### config.mk
export PLATFORM = sky130hd
export DESIGN_NAME = http_response_header_parser_top
export DESIGN_NICKNAME = d
export VERILOG_FILES = /design/src/rtl/core/hrp_pkg.sv /design/src/rtl/core/hrp_parse_core.sv /design/src/rtl/core/http_response_header_parser_top.sv
export SDC_FILE = /design/constraint.sdc
export NUM_CORES = 1
export LEC_CHECK = 0
export BUFFER_PORTS_ARGS = -buffer_cell sky130_fd_sc_hd__buf_2
export CORE_ASPECT_RATIO = 2
export CORE_MARGIN = 8
export CORE_UTILIZATION = 65
export CTS_BUF_LIST = sky130_fd_sc_hd__clkbuf_8 sky130_fd_sc_hd__clkbuf_16
export DETAILED_ROUTE_END_ITERATION = 10
export GPL_TIMING_DRIVEN = 0
export HOLD_SLACK_MARGIN = 0.03
export PLACE_DENSITY = 0.92
export SYNTH_ARGS = -nofsm -noshare
export SYNTH_HDL_FRONTEND = slang
export SYNTH_SLANG_ARGS = --single-unit
### constraint.sdc
create_clock -name clk -period 5.94 [get_ports clk]
set_input_delay 0.594 -clock clk [delete_from_list [all_inputs] [get_ports clk]]
set_output_delay 0.594 -clock clk [all_outputs]
set_load 0.05 [all_outputs]
### src/rtl/core/hrp_pkg.sv
// Shared types and constants for the HTTP response header parser.
package hrp_pkg;

    localparam int CODE_W = 10;
    localparam int LEN_W  = 31;
    localparam int OFF_W  = 13;
    localparam int TDATA_W = 64;

    localparam logic [7:0] CHAR_CR    = 8'h0d;
    localparam logic [7:0] CHAR_LF    = 8'h0a;
    localparam logic [7:0] CHAR_COLON = 8'h3a;
    localparam logic [7:0] CHAR_PLUS  = 8'h2b;
    localparam logic [7:0] CHAR_MINUS = 8'h2d;
    localparam logic [7:0] CHAR_ZERO  = 8'h30;

    localparam int LEAD_LEN    = 9;   // "HTTP/1.1 "
    localparam int PREFIX_END  = 12;  // prefix plus three digits
    localparam int MIN_MESSAGE = 13;
    localparam logic [3:0]        KEY_LEN   = 4'd14;
    localparam logic [CODE_W-1:0] CODE_OK   = 10'd200;
    localparam logic [LEN_W-1:0]  LEN_MAX   = 31'h7fffffff;

    typedef enum logic [2:0] {
        PH_PREFIX = 3'd0,
        PH_STATUS = 3'd1,
        PH_KEY    = 3'd2,
        PH_SKIP   = 3'd3,
        PH_WS     = 3'd4,
        PH_DIGITS = 3'd5,
        PH_REST   = 3'd6,
        PH_STOP   = 3'd7
    } phase_t;

    typedef enum logic [1:0] {
        OUT_OK        = 2'd0,
        OUT_MALFORMED = 2'd1,
        OUT_OTHER     = 2'd2
    } outcome_t;

    typedef struct packed {
        logic                  header_complete;
        logic [OFF_W-1:0]      body_offset;
        logic [LEN_W-1:0]      content_length;
        logic [CODE_W-1:0]     status_code;
        outcome_t              outcome;
    } report_t;

endpackage

### src/rtl/core/hrp_parse_core.sv
// Parser state registers and the per-byte next-state and report logic.
module hrp_parse_core
    import hrp_pkg::*;
#(
    parameter int MAX_MESSAGE_BYTES = 4096
)
(
    input  logic       clk,
    input  logic       rst_n,
    input  logic       step,
    input  logic [7:0] data_byte,
    input  logic       last_byte,
    output report_t    report
);

    localparam int PosW = $clog2(MAX_MESSAGE_BYTES + 1);
    localparam logic [PosW:0] POS_MAX = (PosW + 1)'(MAX_MESSAGE_BYTES);

    typedef struct packed {
        phase_t           phase;
        logic [3:0]       kmc;
        logic [LEN_W-1:0] acc;
        logic             content;
        logic             neg;
    } line_t;

    function automatic logic [7:0] lead_char(input logic [3:0] idx);
        logic [7:0] ch;
        case (idx)
            4'd0:    ch = 8'h48; // H
            4'd1:    ch = 8'h54; // T
            4'd2:    ch = 8'h54; // T
            4'd3:    ch = 8'h50; // P
            4'd4:    ch = 8'h2f; // /
            4'd5:    ch = 8'h31; // 1
            4'd6:    ch = 8'h2e; // .
            4'd7:    ch = 8'h31; // 1
            4'd8:    ch = 8'h20; // space
            default: ch = 8'h00;
        endcase
        return ch;
    endfunction

    function automatic logic [7:0] key_char(input logic [3:0] idx);
        logic [7:0] ch;
        case (idx)
            4'd0:    ch = 8'h43; // C
            4'd1:    ch = 8'h6f; // o
            4'd2:    ch = 8'h6e; // n
            4'd3:    ch = 8'h74; // t
            4'd4:    ch = 8'h65; // e
            4'd5:    ch = 8'h6e; // n
            4'd6:    ch = 8'h74; // t
            4'd7:    ch = 8'h2d; // -
            4'd8:    ch = 8'h4c; // L
            4'd9:    ch = 8'h65; // e
            4'd10:   ch = 8'h6e; // n
            4'd11:   ch = 8'h67; // g
            4'd12:   ch = 8'h74; // t
            4'd13:   ch = 8'h68; // h
            default: ch = 8'h00;
        endcase
        return ch;
    endfunction

    function automatic logic is_digit(input logic [7:0] c);
        return (c >= 8'h30) && (c <= 8'h39);
    endfunction

    // acc*10 + digit, saturating at 2^31-1
    function automatic logic [LEN_W-1:0] add_digit(input logic [LEN_W-1:0] acc,
                                                   input logic [7:0] c);
        logic [LEN_W+3:0] v;
        logic [7:0]       d;
        d = c - CHAR_ZERO;
        v = ({4'b0, acc} << 3) + ({4'b0, acc} << 1) + (LEN_W + 4)'(d[3:0]);
        return (v > (LEN_W + 4)'(LEN_MAX)) ? LEN_MAX : v[LEN_W-1:0];
    endfunction

    function automatic line_t line_char(input line_t s, input logic [7:0] c);
        line_t n;
        n = s;
        n.content = 1'b1;
        case (s.phase)
            PH_KEY:
            begin
                if (c == CHAR_COLON)
                begin
                    n.phase = (s.kmc == KEY_LEN) ? PH_SKIP : PH_REST;
                end
                else if ((s.kmc < KEY_LEN) && (c == key_char(s.kmc)))
                begin
                    n.kmc = s.kmc + 4'd1;
                end
                else
                begin
                    n.phase = PH_REST;
                end
            end
            PH_SKIP:
            begin
                n.phase = PH_WS;
            end
            PH_WS:
            begin
                if (c inside {8'h20, [8'h09:8'h0d]})
                begin
                    n.phase = PH_WS;
                end
                else if (c == CHAR_PLUS)
                begin
                    n.phase = PH_DIGITS;
                end
                else if (c == CHAR_MINUS)
                begin
                    n.neg   = 1'b1;
                    n.phase = PH_DIGITS;
                end
                else if (is_digit(c))
                begin
                    n.acc   = add_digit(s.acc, c);
                    n.phase = PH_DIGITS;
                end
                else
                begin
                    n.phase = PH_REST;
                end
            end
            PH_DIGITS:
            begin
                if (is_digit(c))
                begin
                    n.acc = add_digit(s.acc, c);
                end
                else
                begin
                    n.phase = PH_REST;
                end
            end
            default:
            begin
                n.phase = s.phase;
            end
        endcase
        return n;
    endfunction

    phase_t            phase_reg, phase_next;
    logic [CODE_W-1:0] code_reg, code_next;
    logic [LEN_W-1:0]  len_reg, len_next;
    logic [PosW-1:0]   pos_reg, pos_next;
    logic [PosW-1:0]   begin_reg, begin_next;
    logic [3:0]        kmc_reg, kmc_next;
    logic [LEN_W-1:0]  acc_reg, acc_next;
    logic              content_reg, content_next;
    logic              neg_reg, neg_next;
    logic              malformed_reg, malformed_next;
    logic              cr_reg, cr_next;
    logic              done_reg, done_next;

    logic [PosW:0]        pos_inc;
    logic [PosW-1:0]      pos_sat;
    line_t                ln_cur, ln_a, ln_b;
    logic [7:0]           digit;
    logic [PosW+OFF_W-1:0] off_wide;

    always_comb
    begin
        pos_inc = {1'b0, pos_reg} + (PosW + 1)'(1);
        pos_sat = (pos_inc > POS_MAX) ? POS_MAX[PosW-1:0] : pos_inc[PosW-1:0];
        digit   = data_byte - CHAR_ZERO;

        phase_next     = phase_reg;
        code_next      = code_reg;
        len_next       = len_reg;
        begin_next     = begin_reg;
        kmc_next       = kmc_reg;
        acc_next       = acc_reg;
        content_next   = content_reg;
        neg_next       = neg_reg;
        malformed_next = malformed_reg;
        cr_next        = cr_reg;
        done_next      = done_reg;

        ln_cur = '{phase: phase_reg, kmc: kmc_reg, acc: acc_reg,
                   content: content_reg, neg: neg_reg};
        ln_a   = ln_cur;
        ln_b   = ln_cur;

        if (phase_reg == PH_PREFIX)
        begin
            if (pos_reg < PosW'(LEAD_LEN))
            begin
                if (data_byte != lead_char(pos_reg[3:0]))
                begin
                    malformed_next = 1'b1;
                    phase_next     = PH_STOP;
                end
            end
            else if (is_digit(data_byte))
            begin
                code_next = code_reg * CODE_W'(10) + CODE_W'(digit[3:0]);
                if (pos_reg == PosW'(PREFIX_END - 1))
                begin
                    phase_next = (code_next == CODE_OK) ? PH_STATUS : PH_STOP;
                end
            end
            else
            begin
                malformed_next = 1'b1;
                phase_next     = PH_STOP;
            end
        end
        else if (phase_reg != PH_STOP)
        begin
            if (cr_reg && (data_byte == CHAR_LF))
            begin
                cr_next    = 1'b0;
                begin_next = pos_sat;
                if ((phase_reg != PH_STATUS) && !content_reg)
                begin
                    // empty line: header ends here
                    done_next  = 1'b1;
                    phase_next = PH_STOP;
                end
                else
                begin
                    if ((phase_reg != PH_STATUS) && (acc_reg != '0) && !neg_reg)
                    begin
                        len_next = acc_reg;
                    end
                    phase_next   = PH_KEY;
                    kmc_next     = '0;
                    acc_next     = '0;
                    content_next = 1'b0;
                    neg_next     = 1'b0;
                end
            end
            else
            begin
                // a held CR that did not end a line counts as a line char
                if (cr_reg && (phase_reg != PH_STATUS))
                begin
                    ln_a = line_char(ln_cur, CHAR_CR);
                end
                ln_b = ln_a;
                if (data_byte == CHAR_CR)
                begin
                    cr_next = 1'b1;
                end
                else
                begin
                    cr_next = 1'b0;
                    if (phase_reg != PH_STATUS)
                    begin
                        ln_b = line_char(ln_a, data_byte);
                    end
                end
                phase_next   = ln_b.phase;
                kmc_next     = ln_b.kmc;
                acc_next     = ln_b.acc;
                content_next = ln_b.content;
                neg_next     = ln_b.neg;
            end
        end

        pos_next = pos_sat;

        off_wide = '0;
        report   = '0;
        if ((pos_next < PosW'(MIN_MESSAGE)) || (phase_next == PH_PREFIX) || malformed_next)
        begin
            report.outcome = OUT_MALFORMED;
        end
        else if (code_next != CODE_OK)
        begin
            report.outcome     = OUT_OTHER;
            report.status_code = code_next;
        end
        else
        begin
            report.outcome         = OUT_OK;
            report.status_code     = code_next;
            report.content_length  = len_next;
            off_wide = {{OFF_W{1'b0}}, ((phase_next == PH_STATUS) ? pos_next : begin_next)};
            report.body_offset     = off_wide[OFF_W-1:0];
            report.header_complete = done_next;
        end
    end

    always_ff @(posedge clk or negedge rst_n)
    begin
        if (!rst_n)
        begin
            phase_reg     <= PH_PREFIX;
            code_reg      <= '0;
            len_reg       <= '0;
            pos_reg       <= '0;
            begin_reg     <= '0;
            kmc_reg       <= '0;
            acc_reg       <= '0;
            content_reg   <= 1'b0;
            neg_reg       <= 1'b0;
            malformed_reg <= 1'b0;
            cr_reg        <= 1'b0;
            done_reg      <= 1'b0;
        end
        else if (step)
        begin
            if (last_byte)
            begin
                // report taken at the marked byte; start the next message clean
                phase_reg     <= PH_PREFIX;
                code_reg      <= '0;
                len_reg       <= '0;
                pos_reg       <= '0;
                begin_reg     <= '0;
                kmc_reg       <= '0;
                acc_reg       <= '0;
                content_reg   <= 1'b0;
                neg_reg       <= 1'b0;
                malformed_reg <= 1'b0;
                cr_reg        <= 1'b0;
                done_reg      <= 1'b0;
            end
            else
            begin
                phase_reg     <= phase_next;
                code_reg      <= code_next;
                len_reg       <= len_next;
                pos_reg       <= pos_next;
                begin_reg     <= begin_next;
                kmc_reg       <= kmc_next;
                acc_reg       <= acc_next;
                content_reg   <= content_next;
                neg_reg       <= neg_next;
                malformed_reg <= malformed_next;
                cr_reg        <= cr_next;
                done_reg      <= done_next;
            end
        end
    end

endmodule

### src/rtl/core/http_response_header_parser_top.sv
// Top level of the HTTP response header parser: input word register, parser, report register.
//
//  Channel | Dir | Signals                         | Word carries
//  --------+-----+---------------------------------+------------------------------------------
//  s_*     | in  | s_tvalid s_tready s_tdata s_tlast | one response byte; tlast marks final byte
//  m_*     | out | m_tvalid m_tready m_tdata         | one report per message, at the final byte
//
//  One byte per cycle sustained. A byte is registered on entry, and the parser state
//  plus the report are updated from that register, so m_tvalid rises once the final
//  byte has moved from the input register into the report register.
//  Reset (rst_n low, asynchronous) empties both registers and clears the parser.
//  A stalled report only holds back a final byte; ordinary bytes keep flowing while
//  the report register waits on m_tready.
module http_response_header_parser_top
    import hrp_pkg::*;
#(
    parameter int MAX_MESSAGE_BYTES = 4096
)
(
    input  logic               clk,
    input  logic               rst_n,
    input  logic               s_tvalid,
    output logic               s_tready,
    input  logic [7:0]         s_tdata,   // [7:0] data_byte
    input  logic               s_tlast,   // last_byte
    output logic               m_tvalid,
    input  logic               m_tready,
    output logic [TDATA_W-1:0] m_tdata    // [1:0] outcome, [11:2] status_code,
                                          // [42:12] content_length,
                                          // [55:43] body_offset, [56] header_complete
);

    logic       in_vld_reg;
    logic [7:0] in_data_reg;
    logic       in_last_reg;
    logic       out_vld_reg;
    report_t    out_rpt_reg;
    report_t    rpt;
    logic       out_free;
    logic       step;
    logic       s_fire;

    // a word moves into the parser unless it is a final byte that has nowhere to go
    assign out_free = !out_vld_reg || m_tready;
    assign step     = in_vld_reg && (!in_last_reg || out_free);
    assign s_tready = !in_vld_reg || step;
    assign s_fire   = s_tvalid && s_tready;

    hrp_parse_core #(
        .MAX_MESSAGE_BYTES (MAX_MESSAGE_BYTES)
    ) u_parse (
        .clk       (clk),
        .rst_n     (rst_n),
        .step      (step),
        .data_byte (in_data_reg),
        .last_byte (in_last_reg),
        .report    (rpt)
    );

    always_ff @(posedge clk or negedge rst_n)
    begin
        if (!rst_n)
        begin
            in_vld_reg  <= 1'b0;
            out_vld_reg <= 1'b0;
        end
        else
        begin
            in_vld_reg <= s_fire || (in_vld_reg && !step);
            if (step && in_last_reg)
            begin
                out_vld_reg <= 1'b1;
            end
            else if (m_tready)
            begin
                out_vld_reg <= 1'b0;
            end
        end
    end

    // payload registers
    always_ff @(posedge clk)
    begin
        if (s_fire)
        begin
            in_data_reg <= s_tdata;
            in_last_reg <= s_tlast;
        end
        if (step && in_last_reg)
        begin
            out_rpt_reg <= rpt;
        end
    end

    assign m_tvalid = out_vld_reg;
    assign m_tdata  = {{(TDATA_W - $bits(report_t)){1'b0}}, out_rpt_reg};

    // a final byte waiting on a full, stalled report register must stay put
    a_last_held: assert property (@(posedge clk) disable iff (!rst_n)
        (in_vld_reg && in_last_reg && out_vld_reg && !m_tready)
            |=> (in_vld_reg && in_last_reg))
        else $error("final byte lost while report stalled");

    // malformed reports carry no code, length, offset or header flag
    a_malformed_zero: assert property (@(posedge clk) disable iff (!rst_n)
        (m_tvalid && (m_tdata[1:0] == OUT_MALFORMED)) |-> (m_tdata[56:2] == '0))
        else $error("malformed report with nonzero fields");

    // other-status reports carry only the code
    a_other_zero: assert property (@(posedge clk) disable iff (!rst_n)
        (m_tvalid && (m_tdata[1:0] == OUT_OTHER)) |-> (m_tdata[56:12] == '0))
        else $error("other-status report with nonzero length or offset");

    // a report is only loaded by a final byte leaving the input register
    a_report_source: assert property (@(posedge clk) disable iff (!rst_n)
        (!out_vld_reg && !(step && in_last_reg)) |=> !out_vld_reg)
        else $error("report appeared without a final byte");

endmodule

==> results of run 1 <==
-- power groups by stage --
stage | clock network, W | logic [W] | registers (W)
after floorplan | 0 | 0.00185 | 0.00163
after global placement | 0 | 0.00227 | 0.00166
final | 0.00112 | 0.00249 | 0.00168
after detailed placement | 0 | 0.00241 | 0.00168
after CTS | 0.00111 | 0.00244 | 0.00166
after global routing | 0.00116 | 0.00275 | 0.00169
-- final cells by class --
cell class	instances	area [µm²]	area share (%)
flip-flops and latches	178	4780	37.4
multi-input cells	922	6240	48.8
clock buffers	18	439	3.43
plain buffers	89	405	3.17
well taps	213	267	2.08
inverters	30	113	0.880
clock inverters	14	144	1.13
repair buffers	73	398	3.11
-- routing by layer --
layer | vias to the layer above | track usage [%] | share of wire, %
met2 | 655 | 44.5 | 48
met4 | 0 | 14.4 | 4.6
met1 | 4959 | 36.2 | 38
met3 | 139 | 5.69 | 9.4
li1 | 4707 | - | -
met5 | - | 0 | 0
-- worst max-delay path, cell delays in order, from the launching register on --
cell      delay, ns
dfrtp_1        0.44
ha_1           0.32
ha_1           0.23
inv_1          0.07
fa_1           0.45
nand2b_1       0.21
or4_1          0.53
nor3_1         0.20
xnor2_1        0.21
nor4bb_1       0.32
o22ai_1        0.21
a21oi_1        0.29
buf_2          0.27
o21ai_0        0.13
a21oi_1        0.21
-- layout by cell type, fill, tap and decap left out, types with 8 or more instances in the layout --
cell type / Yosys / routed
clkbuf_1: 56 / 56
nand4_1: 22 / 22
dfrtp_1: 112 / 112
o31ai_1: 9 / 9
a21o_1: 24 / 24
buf_4: 8 / 9
nand2_1: 134 / 134
nand2b_1: 17 / 17
o22ai_1: 8 / 8
a22o_1: 48 / 48
a221o_1: 30 / 30
nor2b_1: 8 / 8
nand3_1: 38 / 38
a21oi_1: 101 / 101
a31oi_1: 11 / 11
ha_1: 83 / 83
buf_2: 21 / 91
nor2_1: 78 / 78
clkbuf_16: 0 / 17
nor4_1: 15 / 15
and3_1: 12 / 12
a211oi_1: 12 / 12
and2_1: 11 / 11
o21ai_0: 62 / 62
inv_1: 30 / 29
xnor2_1: 33 / 33
xor2_1: 17 / 17
nor3_1: 20 / 20
edfxtp_1: 66 / 66
or2_2: 9 / 9
-- worst paths after layout --
| check | slack [ns] | end | depth (start not counted) | start |
|---|---|---|---|---|
| worst max-delay path | 1.69 | m_tdata[49] | 14 | u_parse.code_reg[1] |
| worst min-delay path | 0.28 | u_parse.pos_reg[12] | 1 | rst_n |
| worst max register to register | 1.69 | m_tdata[49] | 14 | u_parse.code_reg[1] |
| worst min register to register | 0.50 | u_parse.len_reg[30] | 1 | u_parse.len_reg[30] |
| max in group asynchronous | 4.90 | u_parse.acc_reg[18] | 2 | rst_n |
| min in group clk | 0.32 | in_data_reg[2] | 1 | s_tdata[2] |
-- through the flow --
step / util [%] / total power [W] / setup slack, ns / hold slack, ns / cell area, µm²
4_1_cts: 72.6 / 0.00521 / 1.69 / 0.315 / 12800
5_1_grt: 72.6 / 0.00560 / 1.40 / 0.308 / 12800
2_1_floorplan: - / 0.00349 / 2.40 / 0.298 / 11500
3_3_place_gp: 69.1 / 0.00394 / 1.85 / 0.461 / 12200
3_5_place_dp: 69.3 / 0.00409 / 1.75 / 0.467 / 12200
6_report: 72.6 / 0.00528 / 1.69 / 0.283 / 12800
-- logic make-up (layout without fill, tap and decap cells) --
logic type / count (synthesis) / after routing / share of synthesized area, %
compound gates: 359 / 359 / 21.4
xor+xnor: 51 / 51 / 4.00
fa+ha+maj: 87 / 87 / 9.71
buf+inv: 119 / 224 / 4.50
flops: 178 / 178 / 41.5
mux: 11 / 11 / 0.999
other cells: 1 / 7 / 0.0326
simple gates: 407 / 407 / 17.8
==> impl_metrics.yaml, run 1 <==
clocking:
  post-cts-setup-buffer-count: 0
  cts_max_path_buffers: 2
  hold_buffers: 0
  cts-buffers-inserted: 17
  root_buffer: "clkbuf_16"
  post_cts_resized: 0
  h-tree-depth: 4
  clk-insertion-delay-late_ns: 0.45
  numClockSinks: 178
  clk_pin_slew_ns: 0.08
  cts_tree: "built"
timing:
  fin_crit_ns: 4.25
  finalSetupViolCount: 0
  tightest_slew_ns: 0.930
  fmax_mhz: 235
  setup-tns-final_ns: 0
  rsz0062_at_grt: "no"
  finalCritPeriodShare_pct: 71.5
  maxSlewHeadroom_pct: 38.0
  maxSlewViolCount: 0
  clock-skew-final_ns: 0.0136
  hold_viol_final: 0
finish:
  nNetsFinal: 1411
  n_antenna_cell: 0
  layout-drive-gt1-share_pct: 12.5
  fill_cells: 1215
  largest_reg_flops: 57
  syn_to_final_growth_pct: 11.0
  stdcell_count: 1537
job:
  maxCapViolations: 0
floorplan:
  die-area_um2: 22500
  die_w_um: 110
  die_height_um: 204
  core_area_um2: 17600
  ios: 79
  row_count: 69
  initial_core_util_pct: 65.4
power_and_ir_drop:
  power_frac_comb_pct: 47.1
  p_seq_share_pct: 31.8
  leakagePower_nw: 5.55
  swShare_pct: 43.7
  power_density_nw_per_um2: 413
  internal_power_w: 0.00297
  ir_drop_mv: 0.409
  p_switching_w: 0.00231
  clkPwrFrac_pct: 21.1
synth:
  yosys_warnings: 0
  synthesis.area_um2: 11500
  avgSynthCellArea_um2: 9.50
  synth_edf_count: 66
  yosysMostFrequentCell: "nand2_1"
  synth.top_cells.by_count: "134 x nand2_1, 112 x dfrtp_1, 101 x a21oi_1, 83 x ha_1, 78 x nor2_1"
  ys.flop_type: "dfrtp_1"
  synth_cells: 1213
  synth.distinct_cells: 78
  ys_ff_latch: 178
  async_flop_share_pct: 62.9
  synth_area_leaders: "dfrtp_1 24%, edfxtp_1 17%, ha_1 9.0%"
  synth_top_area_share_pct: 24.3
  yosysTopAreaCell: "dfrtp_1"
  seq_area_frac_synth_pct: 41.5
run_status:
  status: "complete, no violations"
global_route:
  grtUsageTotal_pct: 28.4
  grt_max_degree: 71
  grt_pass1_wl_um: 50700
  first_global_vias: 10100
  antenna_found_initial: 0
  grt_overflow: 0
routing:
  postRouteAntennaNets: 0
  finalWirelength_um: 31300
  num_vias: 10500
  dr.pass1.iters: 8
  wl_per_cell_um: 20.4
  vias_per_cell: 6.81
  drcViolationCount: 0
  initialDrtViolationCount: 1153
worst_setup_path:
  cp-start-kind: "register"
  required_ns: 6.23
  arrival_ns: 4.54
  path_class: "reg2reg"
  path_max_fanout: 10
  endpoint_kind: "register"
place:
  portBuffers: 71
  dpl.cell_count: 1505
  hpwl_um: 22800
  place_congestion: 1.01
hold_path:
  worstHoldPathType: "in2async"
Power figures use the tool's default switching activity.
==> run 2: changes to the inputs <==
--- a/config.mk
+++ b/config.mk
@@ -5,15 +5,16 @@
 export SDC_FILE = /design/constraint.sdc
 export NUM_CORES = 1
 export LEC_CHECK = 0
+export ABC_AREA = 1
 export BUFFER_PORTS_ARGS = -buffer_cell sky130_fd_sc_hd__buf_2
 export CORE_ASPECT_RATIO = 2
 export CORE_MARGIN = 8
-export CORE_UTILIZATION = 65
+export CORE_UTILIZATION = 56
 export CTS_BUF_LIST = sky130_fd_sc_hd__clkbuf_8 sky130_fd_sc_hd__clkbuf_16
 export DETAILED_ROUTE_END_ITERATION = 10
 export GPL_TIMING_DRIVEN = 0
 export HOLD_SLACK_MARGIN = 0.03
-export PLACE_DENSITY = 0.92
+export PLACE_DENSITY = 0.84
 export SYNTH_ARGS = -nofsm -noshare
 export SYNTH_HDL_FRONTEND = slang
 export SYNTH_SLANG_ARGS = --single-unit
==> constraint.sdc (replaced) <==
create_clock -name clk -period 3.81 [get_ports clk]
set_input_delay 0.381 -clock clk [delete_from_list [all_inputs] [get_ports clk]]
set_output_delay 0.381 -clock clk [all_outputs]
set_load 0.05 [all_outputs]
==> impl_metrics.yaml, run 2 <==
timing:
  fin_crit_ns: 3.66
  finalSetupViolCount: 0
  maxSlewHeadroom_pct: 48.3
  finalCritPeriodShare_pct: 96.0
  fmax_mhz: 273
  clock-skew-final_ns: 0.00941
  tightest_slew_ns: 0.774
  timing.final.ws_setup_ns: 0.154
  maxSlewViolCount: 0
  hold_viol_final: 0
synth:
  synth_area_leaders: "dfrtp_1 23%, edfxtp_1 16%, nand2_1 15%"
  yosysTopAreaCell: "dfrtp_1"
  synth.distinct_cells: 51
  synth_edf_count: 66
  synth_top_area_share_pct: 23.1
  seq_area_frac_synth_pct: 39.4
  synthesis.area_um2: 12100
  ys.flop_type: "dfrtp_1"
  synth_cells: 1615
  yosys_warnings: 0
  async_flop_share_pct: 62.9
  synth.top_cells.by_count: "496 x nand2_1, 189 x inv_1, 133 x o21ai_0, 112 x dfrtp_1, 110 x nor2_1"
  yosysMostFrequentCell: "nand2_1"
  ys_ff_latch: 178
  avgSynthCellArea_um2: 7.52
place:
  hpwl_um: 28000
  place_congestion: 0.998
  portBuffers: 71
  pre_cts_slack_ns: -0.650
  post_dp_cell_area_um2: 12900
  dpl.cell_count: 1967
routing:
  dr.pass1.iters: 7
  drcViolationCount: 0
  initialDrtViolationCount: 1096
  wl_per_cell_um: 17.8
  num_vias: 11500
  finalWirelength_um: 35600
  vias_per_cell: 5.73
  postRouteAntennaNets: 0
job:
  maxCapViolations: 0
global_route:
  grt_overflow: 0
  grt_max_degree: 88
  grtUsageTotal_pct: 26.9
  antenna_found_initial: 0
  grt_pass1_wl_um: 57000
  first_global_vias: 11800
clocking:
  clk_pin_slew_ns: 0.07
  clk-insertion-delay-late_ns: 0.45
  cts_max_path_buffers: 2
  cts-buffers-inserted: 17
  h-tree-depth: 4
  numClockSinks: 178
  root_buffer: "clkbuf_16"
  cts_tree: "built"
finish:
  largest_reg_flops: 57
  fill_cells: 1876
  fin_area_um2: 13500
  layout-drive-gt1-share_pct: 12.4
  mostFrequentLayoutCells: "496 x nand2_1, 189 x inv_1, 129 x o21ai_0, 111 x dfrtp_1, 107 x nor2_1"
  stdcell_count: 2001
  final_common_cell: "nand2_1"
  n_antenna_cell: 0
  final_util_pct: 63.3
  syn_to_final_growth_pct: 11.6
  nNetsFinal: 1815
power_and_ir_drop:
  p_switching_w: 0.00212
  p_seq_share_pct: 39.7
  power_frac_comb_pct: 30.4
  clkPwrFrac_pct: 30.0
  power_density_nw_per_um2: 415
  internal_power_w: 0.00350
  leakagePower_nw: 6.54
  finalPower_w: 0.00563
  swShare_pct: 37.7
  ir_drop_mv: 0.399
worst_setup_path:
  path_class: "reg2reg"
  path_buf_inv: 1
  cp_common_cell: "nand2_1"
  slowest_delay_ns: 0.61
  required_ns: 4.15
  critical-path-top-delay-family: "compound AO/OA/AOI/OAI gates"
  worstPathCellList: "fa_1, inv_1, fa_1, o21ai_1, a21boi_1, o21ai_2, a21boi_0, o21ai_0, nand2_1, nand2_1, nand2_1, nand2_1, nand2_1, nand2_1, nand2_1"
  cp-start-kind: "register"
  endpoint_kind: "register"
  arrival_ns: 4.00
  cp_slowest_cell: "fa_1"
  path_max_fanout: 4
floorplan:
  die_w_um: 120
  die-area_um2: 26900
  ios: 79
  core_area_um2: 21400
  die_height_um: 224
  initial_core_util_pct: 56.7
  row_count: 76
run_status:
  status: "complete, no violations"
hold_path:
  worstHoldPathType: "in2reg"
[run 2: cell count changes in the layout (fill, tap and decap cells not counted), moves of 29 or more]
cell      change
nand3_1      +32
nor2_1       +29
nand2_1     +362
inv_1       +160
a22o_1       -47
nor2_2       +44
clkbuf_1     -32
a221o_1      -30
o21ai_0      +67
a21oi_1      -44
[run 2: power groups by stage]
stage,clock network [W],registers (W),logic [W]
after floorplan,0,0.00231,0.00114
after global placement,0,0.00227,0.00158
after detailed placement,0,0.00227,0.00163
after CTS,0.00169,0.00223,0.00164
after global routing,0.00176,0.00225,0.00189
final,0.00168,0.00223,0.00171
[run 2: area by class of cell]
| class | instances | area [µm²] | share of cell area, % |
|---|---|---|---|
| sequential | 178 | 4790 | 35.3 |
| clock buffer | 17 | 425 | 3.14 |
| buffer | 53 | 294 | 2.17 |
| timing repair buffer | 75 | 427 | 3.15 |
| multi-input combinational | 1187 | 6380 | 47.1 |
| clock inverter | 15 | 129 | 0.952 |
| inverter | 203 | 762 | 5.63 |
| tap | 273 | 342 | 2.52 |
[run 2: final timing paths]
check                                       from                     to  slack (ns)  depth (start not counted)
max reg2reg                       in_data_reg[3]    u_parse.acc_reg[28]        0.15                         15
min                                   s_tdata[1]         in_data_reg[1]        0.11                          1
min in group asynchronous                  rst_n     u_parse.len_reg[7]        0.37                          2
max                               in_data_reg[3]    u_parse.acc_reg[28]        0.15                         15
min reg2reg                u_parse.begin_reg[11]  u_parse.begin_reg[11]        0.48                          2
max in group asynchronous                  rst_n    u_parse.acc_reg[28]        2.70                          3
[run 2: what timing repair did]
item,4_1_cts,5_1_grt
resized for setup,8,13
hold buffers,1,0
buffers inserted,0,1
hold endpoints to repair,25,0
pin swaps,0,1
endpoints found under the setup margin,37,74
[run 2: kinds of logic (layout without fill, tap and decap cells)]
group | after synthesis | after routing | share of synthesized area [%]
DFF | 178 | 178 | 39.4
buffers and inverters | 256 | 363 | 8.62
and+or+nand+nor | 790 | 790 | 27.7
other | 1 | 7 | 0.0309
xor gates and xnor gates | 43 | 43 | 3.10
adders and majority gates | 87 | 87 | 9.21
AOI/OAI and AO/OA | 260 | 260 | 11.9
[run 2: stage by stage]
step / hold slack [ns] / TNS [ns]
after global placement: 0.463 / -12.75
after floorplan: 0.0854 / 0
after detailed placement: 0.269 / -14.79
after global routing: 0.0963 / -0.0217
after CTS: 0.0920 / 0
final: 0.106 / 0
[run 2: routing by layer]
layer | part of all wire [%] | GRT usage (%) | up-vias
met4 | 8.0 | 22.4 | 0
li1 | - | - | 5455
met2 | 56 | 52.4 | 451
met5 | 0 | 0 | -
met3 | 4.0 | 3.69 | 194
met1 | 32 | 23.2 | 5358
